**config.mk**
```make
export PLATFORM = sky130hd
export DESIGN_NAME = seat_occupancy_servo_sweeper_core
export DESIGN_NICKNAME = d
export VERILOG_FILES = /design/src/rtl/sosw_pkg.sv /design/src/rtl/sosw_cfg.sv /design/src/rtl/sosw_core.sv /design/src/rtl/sosw_pulse.sv /design/src/rtl/seat_occupancy_servo_sweeper_core.sv
export SDC_FILE = /design/constraint.sdc
export NUM_CORES = 1
export LEC_CHECK = 0
export BUFFER_PORTS_ARGS = -buffer_cell sky130_fd_sc_hd__buf_2
export CORE_ASPECT_RATIO = 0.7
export CORE_MARGIN = 1
export CORE_UTILIZATION = 50
export CTS_CLUSTER_SIZE = 24
export DETAILED_ROUTE_END_ITERATION = 16
export PLACE_DENSITY = 0.72
export SYNTH_ARGS = -nofsm -noshare
export SYNTH_HDL_FRONTEND = slang
export SYNTH_SLANG_ARGS = --single-unit
```
**constraint.sdc**
```tcl
create_clock -name i_clk -period 17.1 [get_ports i_clk]
set_input_delay 2.565 -clock i_clk [delete_from_list [all_inputs] [get_ports i_clk]]
set_output_delay 2.565 -clock i_clk [all_outputs]
set_load 0.01 [all_outputs]
```
**src/rtl/sosw_pkg.sv**
```systemverilog
// ----------------------------------------------------------------------------
// sosw_pkg
// Shared types and constants of the seat occupancy servo sweeper.
// ----------------------------------------------------------------------------
package sosw_pkg;

    // Request codes carried by the request type field.
    localparam logic [1:0] REQ_EDGE = 2'd0;
    localparam logic [1:0] REQ_OVERCAPTURE = 2'd1;
    localparam logic [1:0] REQ_TICK = 2'd2;

    // Register indexes on the configuration port.
    localparam logic [2:0] REG_THRESHOLD = 3'd0;
    localparam logic [2:0] REG_FLUSH_DELAY = 3'd1;
    localparam logic [2:0] REG_INTER_SWEEP = 3'd2;
    localparam logic [2:0] REG_SWEEP_COUNT = 3'd3;
    localparam logic [2:0] REG_MAX_ANGLE = 3'd4;
    localparam logic [2:0] REG_STEP_DEG = 3'd5;
    localparam logic [2:0] REG_CAPTURE_TOP = 3'd6;

    localparam int AddrWidth = 5;

    // Reset values of the registers.
    localparam logic [15:0] RST_THRESHOLD = 16'd1000;
    localparam logic [7:0] RST_FLUSH_DELAY = 8'd50;
    localparam logic [7:0] RST_INTER_SWEEP = 8'd100;
    localparam logic [3:0] RST_SWEEP_COUNT = 4'd2;
    localparam logic [7:0] RST_MAX_ANGLE = 8'd65;
    localparam logic [5:0] RST_STEP_DEG = 6'd4;
    localparam logic [15:0] RST_CAPTURE_TOP = 16'hFFFF;

    // Pulse mapping: 1000 + a*1000/180 = 1000 + floor(a*50/9).
    localparam logic [7:0] ANGLE_LIMIT = 8'd180;
    localparam logic [5:0] PULSE_SCALE = 6'd50;
    localparam logic [12:0] RECIP_NINE = 13'd7282; // ceil(2^16 / 9)
    localparam int RECIP_SHIFT = 16;
    localparam logic [10:0] PULSE_BASE = 11'd1000;

    typedef struct packed {
        logic [15:0] threshold;
        logic [7:0]  flush_delay;
        logic [7:0]  inter_sweep;
        logic [3:0]  sweep_count;
        logic [7:0]  max_angle;
        logic [5:0]  step_deg;
        logic [15:0] capture_top;
    } t_cfg;

    // State after the current item, as shown in a result beat.
    typedef struct packed {
        logic       red;
        logic       blue;
        logic       sweep;
        logic [7:0] angle;
    } t_status;

endpackage

```
**src/rtl/sosw_cfg.sv**
```systemverilog
// ----------------------------------------------------------------------------
// sosw_cfg
// APB-style configuration register file.
// ----------------------------------------------------------------------------
module sosw_cfg
    import sosw_pkg::*;
(
    input  logic                 i_clk,
    input  logic                 i_rst_n,
    input  logic                 psel,
    input  logic                 penable,
    input  logic                 pwrite,
    input  logic [AddrWidth-1:0] paddr,
    input  logic [31:0]          pwdata,
    output logic [31:0]          prdata,
    output logic                 pready,
    output t_cfg                 o_cfg
);

    t_cfg       r_cfg;
    logic       wr_en;
    logic [2:0] idx;

    assign pready = 1'b1;
    assign idx    = paddr[AddrWidth-1:2];
    assign wr_en  = psel && penable && pwrite;
    assign o_cfg  = r_cfg;

    always_ff @(posedge i_clk) begin
        if (!i_rst_n) begin
            r_cfg.threshold   <= RST_THRESHOLD;
            r_cfg.flush_delay <= RST_FLUSH_DELAY;
            r_cfg.inter_sweep <= RST_INTER_SWEEP;
            r_cfg.sweep_count <= RST_SWEEP_COUNT;
            r_cfg.max_angle   <= RST_MAX_ANGLE;
            r_cfg.step_deg    <= RST_STEP_DEG;
            r_cfg.capture_top <= RST_CAPTURE_TOP;
        end else if (wr_en) begin
            unique case (idx)
                REG_THRESHOLD:   r_cfg.threshold   <= pwdata[15:0];
                REG_FLUSH_DELAY: r_cfg.flush_delay <= pwdata[7:0];
                REG_INTER_SWEEP: r_cfg.inter_sweep <= pwdata[7:0];
                REG_SWEEP_COUNT: r_cfg.sweep_count <= pwdata[3:0];
                REG_MAX_ANGLE:   r_cfg.max_angle   <= pwdata[7:0];
                REG_STEP_DEG:    r_cfg.step_deg    <= pwdata[5:0];
                REG_CAPTURE_TOP: r_cfg.capture_top <= pwdata[15:0];
                default: ;
            endcase
        end
    end

    always_comb begin
        unique case (idx)
            REG_THRESHOLD:   prdata = {16'd0, r_cfg.threshold};
            REG_FLUSH_DELAY: prdata = {24'd0, r_cfg.flush_delay};
            REG_INTER_SWEEP: prdata = {24'd0, r_cfg.inter_sweep};
            REG_SWEEP_COUNT: prdata = {28'd0, r_cfg.sweep_count};
            REG_MAX_ANGLE:   prdata = {24'd0, r_cfg.max_angle};
            REG_STEP_DEG:    prdata = {26'd0, r_cfg.step_deg};
            REG_CAPTURE_TOP: prdata = {16'd0, r_cfg.capture_top};
            default:         prdata = 32'd0;
        endcase
    end

endmodule

```
**src/rtl/sosw_core.sv**
```systemverilog
// ----------------------------------------------------------------------------
// sosw_core
// Sit tracking and sweep sequencing state, updated once per item.
// ----------------------------------------------------------------------------
module sosw_core
    import sosw_pkg::*;
(
    input  logic        i_clk,
    input  logic        i_rst_n,
    input  logic        i_fire,
    input  logic [1:0]  i_req_type,
    input  logic [15:0] i_capture_time,
    input  logic        i_pin_level,
    input  t_cfg        i_cfg,
    output t_status     o_next
);

    logic        r_sitting,    n_sitting;
    logic [15:0] r_sit_start,  n_sit_start;
    logic [7:0]  r_angle,      n_angle;
    logic        r_down,       n_down;
    logic        r_sweep,      n_sweep;
    logic        r_top,        n_top;
    logic [7:0]  r_delay,      n_delay;
    logic [3:0]  r_sweeps,     n_sweeps;
    logic        r_red,        n_red;
    logic        r_blue,       n_blue;

    logic [17:0] wrap_sum;
    logic [18:0] elapsed;
    logic        long_sit;
    logic [8:0]  up_sum;

    // Sit length: a direct difference, or one wrap of the capture timer.
    // A wrapped length can go negative, which still counts as a long sit.
    always_comb begin
        wrap_sum = {2'b00, i_cfg.capture_top} + 18'd1 + {2'b00, i_capture_time};
        if (i_capture_time >= r_sit_start) begin
            elapsed = {3'b000, i_capture_time - r_sit_start};
        end else begin
            elapsed = {1'b0, wrap_sum} - {3'b000, r_sit_start};
        end
        long_sit = elapsed[18] || (elapsed[17:0] >= {2'b00, i_cfg.threshold});
    end

    assign up_sum = {1'b0, r_angle} + {3'b000, i_cfg.step_deg};

    always_comb begin
        n_sitting   = r_sitting;
        n_sit_start = r_sit_start;
        n_angle     = r_angle;
        n_down      = r_down;
        n_sweep     = r_sweep;
        n_top       = r_top;
        n_delay     = r_delay;
        n_sweeps    = r_sweeps;
        n_red       = r_red;
        n_blue      = r_blue;
        unique case (i_req_type)
            REQ_EDGE: begin
                if (!i_pin_level) begin
                    if (!r_sitting) begin
                        n_sitting   = 1'b1;
                        n_sit_start = i_capture_time;
                        n_red       = 1'b0;
                        n_blue      = 1'b0;
                        n_sweep     = 1'b0;
                        n_top       = 1'b0;
                        n_delay     = 8'd0;
                        n_sweeps    = 4'd0;
                    end
                end else if (r_sitting) begin
                    n_sitting = 1'b0;
                    n_red     = 1'b1;
                    n_sweep   = 1'b0;
                    n_top     = 1'b0;
                    if (long_sit) begin
                        n_blue   = 1'b1;
                        n_angle  = 8'd0;
                        n_down   = 1'b0;
                        n_delay  = i_cfg.flush_delay;
                        n_sweeps = i_cfg.sweep_count;
                    end else begin
                        n_blue   = 1'b0;
                        n_delay  = 8'd0;
                        n_sweeps = 4'd0;
                    end
                end
            end
            REQ_OVERCAPTURE: begin
                n_sitting = 1'b0;
                n_blue    = 1'b0;
                n_red     = 1'b1;
                n_sweep   = 1'b0;
                n_top     = 1'b0;
                n_delay   = 8'd0;
                n_sweeps  = 4'd0;
            end
            REQ_TICK: begin
                // Countdown to the next sweep; the first move happens on the
                // same tick that starts the sweep.
                if (!r_sweep && (r_delay != 8'd0)) begin
                    n_delay = r_delay - 8'd1;
                    if ((r_delay == 8'd1) && (r_sweeps != 4'd0)) begin
                        n_angle  = 8'd0;
                        n_down   = 1'b0;
                        n_top    = 1'b0;
                        n_sweep  = 1'b1;
                        n_sweeps = r_sweeps - 4'd1;
                    end
                end
                if (n_sweep) begin
                    if (!n_down) begin
                        if ((n_sweep && !r_sweep ? {3'b000, i_cfg.step_deg}
                                                 : up_sum) >= {1'b0, i_cfg.max_angle}) begin
                            n_angle = i_cfg.max_angle;
                            n_down  = 1'b1;
                            n_top   = 1'b1;
                        end else begin
                            n_angle = n_sweep && !r_sweep ? {2'b00, i_cfg.step_deg}
                                                          : up_sum[7:0];
                        end
                    end else if (n_angle <= {2'b00, i_cfg.step_deg}) begin
                        n_angle = 8'd0;
                        if (n_top) begin
                            n_sweep = 1'b0;
                            if (n_sweeps != 4'd0) begin
                                n_down  = 1'b0;
                                n_top   = 1'b0;
                                n_delay = i_cfg.inter_sweep;
                            end
                        end else begin
                            n_down = 1'b0;
                        end
                    end else begin
                        n_angle = n_angle - {2'b00, i_cfg.step_deg};
                    end
                end
            end
            default: ;
        endcase
    end

    always_ff @(posedge i_clk) begin
        if (!i_rst_n) begin
            r_sitting   <= 1'b0;
            r_sit_start <= 16'd0;
            r_angle     <= 8'd0;
            r_down      <= 1'b0;
            r_sweep     <= 1'b0;
            r_top       <= 1'b0;
            r_delay     <= 8'd0;
            r_sweeps    <= 4'd0;
            r_red       <= 1'b0;
            r_blue      <= 1'b0;
        end else if (i_fire) begin
            r_sitting   <= n_sitting;
            r_sit_start <= n_sit_start;
            r_angle     <= n_angle;
            r_down      <= n_down;
            r_sweep     <= n_sweep;
            r_top       <= n_top;
            r_delay     <= n_delay;
            r_sweeps    <= n_sweeps;
            r_red       <= n_red;
            r_blue      <= n_blue;
        end
    end

    assign o_next.red   = n_red;
    assign o_next.blue  = n_blue;
    assign o_next.sweep = n_sweep;
    assign o_next.angle = n_angle;

endmodule

```
**src/rtl/sosw_pulse.sv**
```systemverilog
// ----------------------------------------------------------------------------
// sosw_pulse
// Maps a servo angle to its pulse width in microseconds.
// ----------------------------------------------------------------------------
module sosw_pulse
    import sosw_pkg::*;
(
    input  logic [7:0]  i_angle,
    input  logic [7:0]  i_max_angle,
    output logic [10:0] o_pulse
);

    logic [7:0]  a_max;
    logic [7:0]  a_clamp;
    logic [13:0] scaled;
    logic [26:0] prod;

    // The quotient by nine comes from a reciprocal multiply; the error stays
    // below one unit for all products up to 180*50.
    always_comb begin
        a_max   = (i_angle > i_max_angle) ? i_max_angle : i_angle;
        a_clamp = (a_max > ANGLE_LIMIT) ? ANGLE_LIMIT : a_max;
        scaled  = 14'(a_clamp) * 14'(PULSE_SCALE);
        prod    = 27'(scaled) * 27'(RECIP_NINE);
        o_pulse = PULSE_BASE + 11'(prod >> RECIP_SHIFT);
    end

endmodule

```
**src/rtl/seat_occupancy_servo_sweeper_core.sv**
```systemverilog
// ----------------------------------------------------------------------------
// seat_occupancy_servo_sweeper_core
// Seat sensor sit timer with a delayed, repeating servo sweep sequencer.
// ----------------------------------------------------------------------------
//
//  Channel   Direction  Handshake            Beat contents
//  -------   ---------  -------------------  ---------------------------------
//  request   in         i_valid / o_ready    req_type, capture_time, pin_level
//  result    out        o_valid / i_ready    red_led, blue_led, servo_pulse,
//                                            sweep_active
//  config    in         psel/penable/pready  seven registers at 4*index
//
// A request beat lands in an input register; from there the state update and
// pulse mapping run combinationally into the result register, which drives
// the result port. A held beat moves on only while the result register is
// empty or its beat is being taken. One beat is accepted every cycle while
// the result side keeps up. A stall on the result side holds the result
// register, then the input register; o_ready drops only when both are full.
// Reset is synchronous and active low; it restores the register defaults and
// clears all sit and sweep state.
//
module seat_occupancy_servo_sweeper_core
    import sosw_pkg::*;
(
    input  logic                 i_clk,
    input  logic                 i_rst_n,
    // Request channel
    input  logic                 i_valid,
    output logic                 o_ready,
    input  logic [1:0]           i_req_type,
    input  logic [15:0]          i_capture_time,
    input  logic                 i_pin_level,
    // Result channel
    output logic                 o_valid,
    input  logic                 i_ready,
    output logic                 o_red_led,
    output logic                 o_blue_led,
    output logic [10:0]          o_servo_pulse,
    output logic                 o_sweep_active,
    // Configuration port
    input  logic                 psel,
    input  logic                 penable,
    input  logic                 pwrite,
    input  logic [AddrWidth-1:0] paddr,
    input  logic [31:0]          pwdata,
    output logic [31:0]          prdata,
    output logic                 pready
);

    t_cfg        cfg;
    t_status     next_status;
    logic [10:0] next_pulse;
    logic        advance;

    // Input register.
    logic        r_in_valid;
    logic [1:0]  r_in_req;
    logic [15:0] r_in_time;
    logic        r_in_level;

    // Result register.
    logic        r_out_valid;
    logic        r_out_red;
    logic        r_out_blue;
    logic [10:0] r_out_pulse;
    logic        r_out_sweep;

    // The held beat moves on whenever the result register is empty or its
    // beat is being taken this cycle.
    assign advance = r_in_valid && (!r_out_valid || i_ready);
    assign o_ready = !r_in_valid || advance;

    sosw_cfg u_cfg (
        .i_clk   (i_clk),
        .i_rst_n (i_rst_n),
        .psel    (psel),
        .penable (penable),
        .pwrite  (pwrite),
        .paddr   (paddr),
        .pwdata  (pwdata),
        .prdata  (prdata),
        .pready  (pready),
        .o_cfg   (cfg)
    );

    sosw_core u_core (
        .i_clk          (i_clk),
        .i_rst_n        (i_rst_n),
        .i_fire         (advance),
        .i_req_type     (r_in_req),
        .i_capture_time (r_in_time),
        .i_pin_level    (r_in_level),
        .i_cfg          (cfg),
        .o_next         (next_status)
    );

    sosw_pulse u_pulse (
        .i_angle     (next_status.angle),
        .i_max_angle (cfg.max_angle),
        .o_pulse     (next_pulse)
    );

    always_ff @(posedge i_clk) begin
        if (!i_rst_n) begin
            r_in_valid <= 1'b0;
        end else if (o_ready) begin
            r_in_valid <= i_valid;
        end
    end

    always_ff @(posedge i_clk) begin
        if (o_ready && i_valid) begin
            r_in_req   <= i_req_type;
            r_in_time  <= i_capture_time;
            r_in_level <= i_pin_level;
        end
    end

    always_ff @(posedge i_clk) begin
        if (!i_rst_n) begin
            r_out_valid <= 1'b0;
        end else if (advance) begin
            r_out_valid <= 1'b1;
        end else if (i_ready) begin
            r_out_valid <= 1'b0;
        end
    end

    always_ff @(posedge i_clk) begin
        if (advance) begin
            r_out_red   <= next_status.red;
            r_out_blue  <= next_status.blue;
            r_out_pulse <= next_pulse;
            r_out_sweep <= next_status.sweep;
        end
    end

    assign o_valid        = r_out_valid;
    assign o_red_led      = r_out_red;
    assign o_blue_led     = r_out_blue;
    assign o_servo_pulse  = r_out_pulse;
    assign o_sweep_active = r_out_sweep;

endmodule

```
# Word-level counts from Yosys, hierarchy flattened
# Index checks and enable logic that the tools add are counted.
# word_totals
register_bits	143
inputBits	63
output_inout_bits	49
elab_cells	176
# classes
n_addsub	9
mul	2
magnitude_cmp	6
n_eq_ne	14
muxes	84
bitwise	2
reduce_logical	33
# op_table
operator	count
$mux 8	23
$pmux 16 s7	1
$mux 1	42
$mux 4	7
$mul 13x12->25 const B	1
$pmux 8 s3	1
$mux 19	1
$sub 18x16->19	1
$add 18x16->18	1
$ge 18x16->1	1
$add 16x1->17 const B	1
$ge 16x16->1	1
$pmux 8 s2	1
$reduce_and 2->1	8
$sub 16x16->16	1
$mul 8x5->13 const B	1
$pmux 4 s3	1
$add 10x11->11 const A	1
$add 8x6->9	1
$eq 3x3->1 const B	3
$ge 9x8->1	1
$mux 9	1
$eq 8x1->1 const B	1
$gt 8x8->1	1
27 further kinds	48

# Depth between registers and ports, before layout
# Gate-level depths: netlist (run 1).
# logic_depth
ltp_word	19
mapped_depth	78
depth_no_buf	77

# Modules after synthesis
# Synthesis (run 1) repeated with hierarchy kept, for this count alone.
# unflattened
cells_unflattened	1694
area_unflattened_um2	14310.0
# modules_own_cells
module	instances	cells_each	area_per_inst_um2	seq_area_each_um2
sosw_core	1	859	6298.5	840.8
sosw_pulse	1	424	3646.0	0.0
sosw_cfg	1	369	3270.6	1321.3
seat_occupancy_servo_sweeper_core	1	42	1094.8	1031.0

# Least setup slack after synthesis (run 1)
# No wires, ideal clock.
# synth_path
kind	register -> register
start	register u_cfg.r_cfg (netlist bit u_cfg.o_cfg[0])
end	register r_out_pulse[10] (netlist: o_servo_pulse[10]), data pin
setup_ns	0.264
t_arrival_ns	14.856
t_required_ns	16.836
path_slack_ns	1.980
stages_incl_launch_ff	75
n_path_buf	3
period_less_slack_ns	15.120
cell_sequence	dfxtp_1 ha_1 nand3_1 xnor2_1 ha_1 a21o_1 a221oi_2 or2b_1 a21oi_1 o21bai_1 a21oi_1 xnor2_1 ha_1 clkbuf_1 a21oi_1 o211ai_1 a21oi_1 o21bai_1 [39 not listed] fa_1 inv_1 fa_1 inv_1 fa_1 inv_1 ha_1 nand3_1 a21o_1 o311ai_0 o41a_1 xor2_1 a22oi_1 nand3_1 o21ba_2 o32ai_1 a211oi_1 xnor2_1
# synth_rtl
item	line	text
start: declaration	sosw_cfg.sv:20	t_cfg r_cfg;
end signal: assignment	seat_occupancy_servo_sweeper_core.sv:133	r_out_pulse <= next_pulse;
end: declaration	seat_occupancy_servo_sweeper_core.sv:65	logic [10:0] r_out_pulse;

==> impl_metrics.json, run 1 <==
{
  "io_pins": 112,
  "cp.arrival_ns": 16.33,
  "final_nets": 2109,
  "cts_root_buffer": "clkbuf_16",
  "vias": 12800,
  "synth_seq_cells": 143,
  "clk_latency_ns": 0.44,
  "grt_pass1_vias": 11900,
  "cts-buffers-inserted": 17,
  "die-area_sq_um": 29800,
  "stdcell_count": 2192,
  "sw_frac_of_total": 0.407,
  "path_clk_slew_ns": 0.07,
  "fin_crit_ns": 16.15,
  "wl_per_cell_um": 18.4,
  "drv_cap": 0,
  "htreeDepth": 4,
  "yosys.area.top_type_share": 0.172,
  "cp_data_required_time_ns": 17.28,
  "dp_hpwl_um": 31400,
  "yosys_warnings": 0,
  "port_buffers": 76,
  "worst_slew_pin_slew_ns": 1.13,
  "status": "finished, final reports clean",
  "path_max_fanout": 11,
  "synth-main-ff-cell": "dfxtp_1",
  "fin_skew_ns": 0.00876,
  "start_kind": "flop",
  "finalSetupViolCount": 0,
  "drtIter0Drc": 1235,
  "power_leakage_nw": 7.33,
  "clockBufferDepth": 2,
  "tns_ns": 0,
  "fin_area_sq_um": 15800,
  "drive_gt1_frac": 0.102,
  "p_sw_mw": 0.610,
  "wl_um": 40300,
  "async_flop_share": 0,
  "rows": 51,
  "ir_drop_mv": 0.115,
  "hold_path.class": "reg2reg",
  "worst_hold_path.num_cells": 2,
  "grt_first_pass_wirelength_um": 63700,
  "cts_tree": "yes",
  "whs_ns": 0.468,
  "rsz0062_at_grt": "no",
  "drc": 0,
  "critPathSlowestCell": "fa_1",
  "antenna_found_initial": 1,
  "crit_type": "reg2reg",
  "timing.final.crit_share": 0.944,
  "cts_hold_buf": 0,
  "start_util": 0.516,
  "die_h_um": 145,
  "placed_cell_area_sq_um": 15200,
  "crit_top_cell": "ha_1",
  "place.gp.congestion": 0.947,
  "viasPerCell": 5.85,
  "cts.sinks": 143,
  "grt_usage": 0.277,
  "synth_area_sq_um": 14500,
  "grt_max_degree": 111,
  "grt-ovfl-total": 0,
  "slew_violations": 0,
  "yosys.cell_types.count": 102,
  "timing.fmax_mhz": 61.9,
  "pwr-share-comb": 0.501,
  "syn_inst": 1765,
  "reg2regPathDepth": 77,
  "max_stage_delay_ns": 0.56,
  "placed_cells": 2160,
  "slew_headroom": 0.248,
  "seq_area_frac_synth": 0.219,
  "syn_to_final_growth_pct": 8.46,
  "yosys.area.top_type": "ha_1",
  "final_common_cell": "nand2_1",
  "postSynthAreaPerCell_sq_um": 8.24,
  "p_total_mw": 1.50,
  "seq_power_share": 0.265,
  "die_w_um": 206,
  "endpoint_kind": "flop",
  "hold_viol": 0,
  "intPower_mw": 0.887,
  "power_density_nw_per_um2": 94.8,
  "power_frac_clock": 0.235,
  "ant_nets": 0,
  "synth_top_cells_by_area": "ha_1 17%, dfxtp_1 15%, edfxtp_1 6.8%",
  "core_area_sq_um": 28200,
  "r2r_setup_slack_ns": 0.95,
  "firstDrtPassIters": 8,
  "final_cell_mix": "205 x nand2_1, 199 x ha_1, 167 x inv_1",
  "synth-edff-count": 33
}
metal layers:
metal  routed length [um]  GRT usage  part of all wire  vias to the layer above
met5                    0          0                 0                        -
met4                  509     0.0553             0.013                        0
met3                 3340     0.0528             0.083                       38
met2                16700      0.411              0.42                      455
met1                19700      0.413              0.49                     6063
li1                     -          -                 -                     6272
worst paths after layout:
| kind | from | to |
|---|---|---|
| hold / removal | u_core.r_sit_start[4] | u_core.r_sit_start[4] |
| setup / recovery | u_cfg.o_cfg[2] | o_servo_pulse[10] |
| setup reg to reg | u_cfg.o_cfg[2] | o_servo_pulse[10] |
| hold reg to reg | u_core.r_sit_start[4] | u_core.r_sit_start[4] |
power groups by stage:
stage               Combinational [mW]  Clock [mW]  Sequential (mW)
floorplan                        0.548           0            0.404
global placement                 0.701           0            0.402
detailed placement               0.719           0            0.402
CTS                              0.730       0.356            0.396
global route                     0.850       0.372            0.398
finish                           0.749       0.351            0.396
Yosys cell counts (all sizes together) (15+ instances only):
master  count
o21a       17
ha        200
dfxtp     110
xnor2      56
nand3      48
inv       167
fa         38
nand4      15
edfxtp     33
a211oi     30
o21ai      56
mux2i      39
a21o       32
a22oi      20
a21boi     35
nor2      128
nand2     208
xor2       37
clkbuf     49
o211ai     27
a21oi     115
nor3       24
nor2b      49
o21bai     19
buf        28
logic make-up (layout without fill, tap and decap cells):
group	after synthesis	after routing	synth area share
AO/OA/AOI/OAI	436	436	0.212
adder cells (fa/ha/maj)	238	238	0.224
flip-flops	143	143	0.219
XOR/XNOR	93	93	0.0560
buffers and inverters	246	286	0.0699
AND/OR/NAND/NOR	561	561	0.184
multiplexers	46	46	0.0338
other	2	18	0.000516
flip-flops by register name, indices dropped and copies added, names as in the netlist, 2 cells and up:
signal,count
u_core.r_sweeps,4
u_core.r_delay,8
r_in_req,2
u_core.r_angle,8
r_in_time,16
u_core.r_sit_start,16
u_cfg.o_cfg,66
o_servo_pulse,11
layout make-up:
cell class | count | area [sq um]
Timing Repair Buffer | 86 | 455
Antenna cell | 1 | 2.50
Tap cell | 371 | 464
Inverter | 169 | 634
Clock buffer | 20 | 458
Clock inverter | 11 | 81.3
Fill cell | 2588 | 12400
Multi-Input combinational cell | 1391 | 10500
Sequential cell | 143 | 3190
critical path, delay by kind of cell (launching register included):
family | cells | cell delay, ns
AO/OA/AOI/OAI | 35 | 6.25
XOR/XNOR | 6 | 0.98
buffers and inverters | 8 | 0.80
adder cells (fa/ha/maj) | 14 | 5.33
AND/OR/NAND/NOR | 14 | 2.05
flip-flops | 1 | 0.49
what timing repair did:
item                                    in CTS  in global routing
endpoints found under the setup margin       0                  8
resized for setup                            0                 20
buffers inserted                             0                  0
stage by stage:
stage / util / setup WS (ns)
after floorplan: - / 1.98
after global placement: 0.537 / 0.638
after detailed placement: 0.537 / 0.340
after CTS: 0.557 / 0.243
after global routing: 0.559 / 0.00973
final: 0.559 / 0.950
Power figures use the tool's default switching activity.
==> inputs of run 2 (changes only) <==
Settings changed: REMOVE_ABC_BUFFERS set to 1.
==> run 2 against run 1 <==
- sequential share of layout area shrank 0.12 points
- design area rose by 0.69%
- first-iteration DRC count down 7.4%
- clock skew up 0.0031 ns
- sequential power about the same
- combinational power rose by 1%
- largest cell class unchanged
==> impl_metrics.json, run 2 (same netlist as run 1, synthesis figures left out) <==
{
  "whs_ns": 0.472,
  "firstDrtPassIters": 5,
  "final_cell_mix": "205 x nand2_1, 199 x ha_1, 167 x inv_1",
  "die_h_um": 145,
  "fin_skew_ns": 0.0119,
  "fin_crit_ns": 16.19,
  "dpl_worst_slack_ns": 0.232,
  "status": "finished, final reports clean",
  "placed_cell_area_sq_um": 15200,
  "fin_area_sq_um": 15900,
  "final_nets": 2116,
  "clk_latency_ns": 0.46,
  "timing.final.crit_share": 0.947,
  "path_clk_slew_ns": 0.08,
  "port_buffers": 76,
  "slew_violations": 0,
  "io_pins": 112,
  "r2r_setup_slack_ns": 0.91,
  "die_w_um": 206,
  "grt_pass1_vias": 12300,
  "drc": 0,
  "antenna_found_initial": 1,
  "hold_path.class": "reg2reg",
  "drtIter0Drc": 1143,
  "die-area_sq_um": 29800,
  "core_area_sq_um": 28200,
  "syn_to_final_growth_pct": 9.21,
  "rows": 51,
  "cts-buffers-inserted": 17,
  "crit_top_cell": "ha_1",
  "max_stage_delay_ns": 0.55,
  "slew_headroom": 0.272,
  "wl_per_cell_um": 18.5,
  "fin_ws_ns": 0.913,
  "cts_hold_buf": 0,
  "vias": 12900,
  "timing.fmax_mhz": 61.8,
  "grt_first_pass_wirelength_um": 65200,
  "stdcell_count": 2200,
  "endpoint_kind": "flop",
  "p_total_mw": 1.55,
  "drv_cap": 0,
  "start_kind": "flop",
  "tns_ns": 0,
  "grt_max_degree": 111,
  "critPathSlowestCell": "fa_1",
  "cp_data_required_time_ns": 17.29,
  "start_util": 0.516,
  "crit_type": "reg2reg",
  "largest_reg_flops": 66,
  "power_leakage_nw": 7.39,
  "clockBufferDepth": 2,
  "dp_hpwl_um": 31300,
  "path_max_fanout": 7,
  "final_common_cell": "nand2_1",
  "viasPerCell": 5.87,
  "hold_viol": 0,
  "placed_cells": 2166,
  "cp.arrival_ns": 16.38,
  "cts_root_buffer": "clkbuf_16",
  "grt-ovfl-total": 0,
  "cts.sinks": 143,
  "cts_tree": "yes",
  "ant_nets": 0,
  "finalSetupViolCount": 0,
  "power_density_nw_per_um2": 97.3,
  "wl_um": 40700,
  "worst_slew_pin_slew_ns": 1.09,
  "htreeDepth": 4,
  "fin_util": 0.563,
  "grt_usage": 0.283,
  "drive_gt1_frac": 0.106,
  "place.gp.congestion": 0.970,
  "ir_drop_mv": 0.0943
}
run 2: changes by cell type in the layout (fill, tap and decap cells not counted), sizes merged:
cell and change:
buf +7, clkbuf -2, clkinvlp -1, clkinv -4, inv +7, bufinv +1
run 2: path summary, 6_finish.rpt:
kind,end,depth (start not counted),startpoint
min,u_core.r_sit_start[7],2,u_core.r_sit_start[7]
min reg2reg,u_core.r_sit_start[7],2,u_core.r_sit_start[7]
max,o_servo_pulse[10],75,u_cfg.o_cfg[0]
max reg2reg,o_servo_pulse[10],75,u_cfg.o_cfg[0]
run 2: where the power goes:
| group | switching, mW | total [mW] | leakage [nW] | internal (mW) |
|---|---|---|---|---|
| combinational | 0.446 | 0.760 | 5.89 | 0.315 |
| clock | 0.179 | 0.391 | 0.296 | 0.212 |
| sequential | 0.0129 | 0.394 | 1.21 | 0.381 |
run 2: timing repair:
item / in CTS / in global routing
buffers inserted: 0 / 1
hold endpoints to repair: 0 / 0
endpoints found under the setup margin: 0 / 8
resized for setup: 0 / 20
run 2: cell type report:
cell class | instances | area (sq um)
clock inverters | 14 | 156
inverters | 169 | 634
multi-input cells | 1391 | 10500
fillers | 2646 | 12300
well taps | 371 | 464
repair buffers | 93 | 508
flip-flops and latches | 143 | 3200
clock buffers | 18 | 439
diodes | 1 | 2.50
run 2: layer usage:
metal  routed length (um)  vias to the layer above  track usage
li1                     -                     6288            -
met1                20000                     6091        0.426
met2                16300                      494        0.404
met3                 3820                       44       0.0627
met4                  523                        0       0.0650
met5                    0                        -            0
run 2: critical path: cells and delay by family (launching register included):
kind,cells,cell delay (ns)
AOI/OAI and AO/OA,34,6.18
xor gates and xnor gates,5,1.00
adders and majority gates,15,5.54
buffers and inverters,11,1.01
DFF,1,0.37
muxes,1,0.09
and+or+nand+nor,9,1.71
==> inputs of run 3 (changes only) <==
Settings changed: RECOVER_POWER set to 100.
==> run 3 against run 2 <==
- register-to-register slack worse by 0.04 ns
- critical path type unchanged
- the flow now finishes with violations (capacitance limit, slew limit)
- largest cell class unchanged
- total power is 0.22% lower
- clock skew is 0.00051 ns higher
- final cell count stayed put
- fmax is 0.24% lower
- design area is 0.36% lower
- clock power hardly changed
- critical path depth is 1 higher
- largest power group unchanged
- non-clock buffer count stayed put
- first-iteration DRC count is 7.3% higher
- setup slack worse by 0.039 ns
- sequential power hardly changed
- highest routed layer unchanged
==> impl_metrics.json, run 3 (same netlist as run 1, synthesis figures left out) <==
{
  "clk_latency_ns": 0.46,
  "drc": 0,
  "cp.arrival_ns": 16.42,
  "fin_area_sq_um": 15800,
  "cts_tree": "yes",
  "hold_viol": 0,
  "cts.sinks": 143,
  "drv_cap": 2,
  "endpoint_kind": "flop",
  "wl_um": 40700,
  "slew_violations": 131,
  "die_w_um": 206,
  "path_buf_inv": 11,
  "port_buffers": 76,
  "vias": 12900,
  "place.gp.congestion": 0.970,
  "max_stage_delay_ns": 0.55,
  "stdcell_count": 2200,
  "ant_nets": 0,
  "fin_skew_ns": 0.0124,
  "fillCellCount": 2667,
  "critPathSlowestCell": "fa_1",
  "grt_pass1_vias": 12300,
  "firstDrtPassIters": 8,
  "crit_type": "reg2reg",
  "worst_slew_pin_slew_ns": 4.55,
  "path_max_fanout": 7,
  "dp_hpwl_um": 31300,
  "rows": 51,
  "htreeDepth": 4,
  "start_kind": "flop",
  "placed_cells": 2166,
  "cts-buffers-inserted": 17,
  "grt_first_pass_wirelength_um": 65200,
  "start_util": 0.516,
  "worst_hold_path.num_cells": 2,
  "whs_ns": 0.471,
  "largest_reg_flops": 66,
  "syn_to_final_growth_pct": 8.81,
  "timing.final.crit_share": 0.949,
  "cp_data_required_time_ns": 17.29,
  "grt_usage": 0.283,
  "io_pins": 112,
  "ir_drop_mv": 0.0943,
  "hold_path.class": "reg2reg",
  "fin_crit_ns": 16.23,
  "grt_max_degree": 111,
  "antenna_found_initial": 1,
  "cts_hold_buf": 0,
  "placed_cell_area_sq_um": 15200,
  "reg2regPathDepth": 76,
  "finalSetupViolCount": 0,
  "path_clk_slew_ns": 0.08,
  "die_h_um": 145,
  "critical_path_depth": 76,
  "power_leakage_nw": 7.29,
  "failed_checks": "capacitance limit, slew limit",
  "viasPerCell": 5.86,
  "timing.fmax_mhz": 61.6,
  "final_nets": 2116,
  "clockBufferDepth": 2,
  "wl_per_cell_um": 18.5,
  "drive_gt1_frac": 0.0892,
  "die-area_sq_um": 29800,
  "p_total_mw": 1.54,
  "final_common_cell": "nand2_1",
  "cts_root_buffer": "clkbuf_16",
  "grt-ovfl-total": 0,
  "cp_top_family": "compound AO/OA/AOI/OAI gates",
  "status": "finished, violations left",
  "slew_headroom": -2.03,
  "crit_top_cell": "ha_1",
  "drtIter0Drc": 1226,
  "final_cell_mix": "205 x nand2_1, 199 x ha_1, 167 x inv_1",
  "core_area_sq_um": 28200,
  "power_density_nw_per_um2": 97.4
}
[run 3: cell types whose count changed in the layout (fill, tap and decap cells not counted)]
cell      delta
nor4_1       +1
buf_4        -2
buf_2       -28
and2_1       -1
clkbuf_1    +30
nor4_4       -1
and2_0       +1
[run 3: worst register-to-register path: cells and delay by family, from the launching register on]
| kind | cells | cell delay (ns) |
|---|---|---|
| DFF | 1 | 0.38 |
| buffers and inverters | 11 | 1.01 |
| xor gates and xnor gates | 5 | 0.90 |
| and+or+nand+nor | 11 | 1.92 |
| AOI/OAI and AO/OA | 34 | 6.15 |
| adders and majority gates | 15 | 5.62 |
[run 3: path summary, 6_finish.rpt]
kind                                            start                    end  slack [ns]
worst max-delay path                   u_cfg.o_cfg[0]      o_servo_pulse[10]        0.87
worst min-delay path            u_core.r_sit_start[7]  u_core.r_sit_start[7]        0.47
worst max register to register         u_cfg.o_cfg[0]      o_servo_pulse[10]        0.87
worst min register to register  u_core.r_sit_start[7]  u_core.r_sit_start[7]        0.47
[run 3: metrics by stage]
stage	setup TNS, ns	setup WS [ns]	utilization
after CTS	0	0.110	0.560
after detailed placement	0	0.232	0.539
after floorplan	0	1.23	-
after global placement	0	0.558	0.539
after global routing	-0.0509	-0.0414	0.561
final	0	0.874	0.561
[run 3: report_power, final]
| part | switching, mW | internal (mW) | leakage (nW) | total [mW] |
|---|---|---|---|---|
| registers | 0.0129 | 0.381 | 1.21 | 0.394 |
| logic | 0.446 | 0.311 | 5.79 | 0.757 |
| clock network | 0.180 | 0.212 | 0.296 | 0.391 |
| total | 0.638 | 0.904 | 7.29 | 1.54 |
[run 3: repair_timing]
action	in CTS	in global routing
endpoints found under the setup margin	0	8
resized for setup	0	20
setup buffers	0	1
[run 3: area by class of cell]
class / count / area (sq um) / area share
Sequential cell: 143 / 3200 / 0.202
Multi-Input combinational cell: 1391 / 10500 / 0.662
Tap cell: 371 / 464 / 0.0293
Clock buffer: 18 / 439 / 0.0277
Inverter: 169 / 634 / 0.0401
Antenna cell: 1 / 2.50 / 0.000158
Timing Repair Buffer: 93 / 465 / 0.0294
Clock inverter: 14 / 156 / 0.00988
[run 3: layer usage]
layer	track usage	vias up	routed length [um]
met3	0.0627	43	3390
met5	0	-	0
met1	0.426	6108	20500
met4	0.0650	0	537
li1	-	6286	-
met2	0.404	451	16400
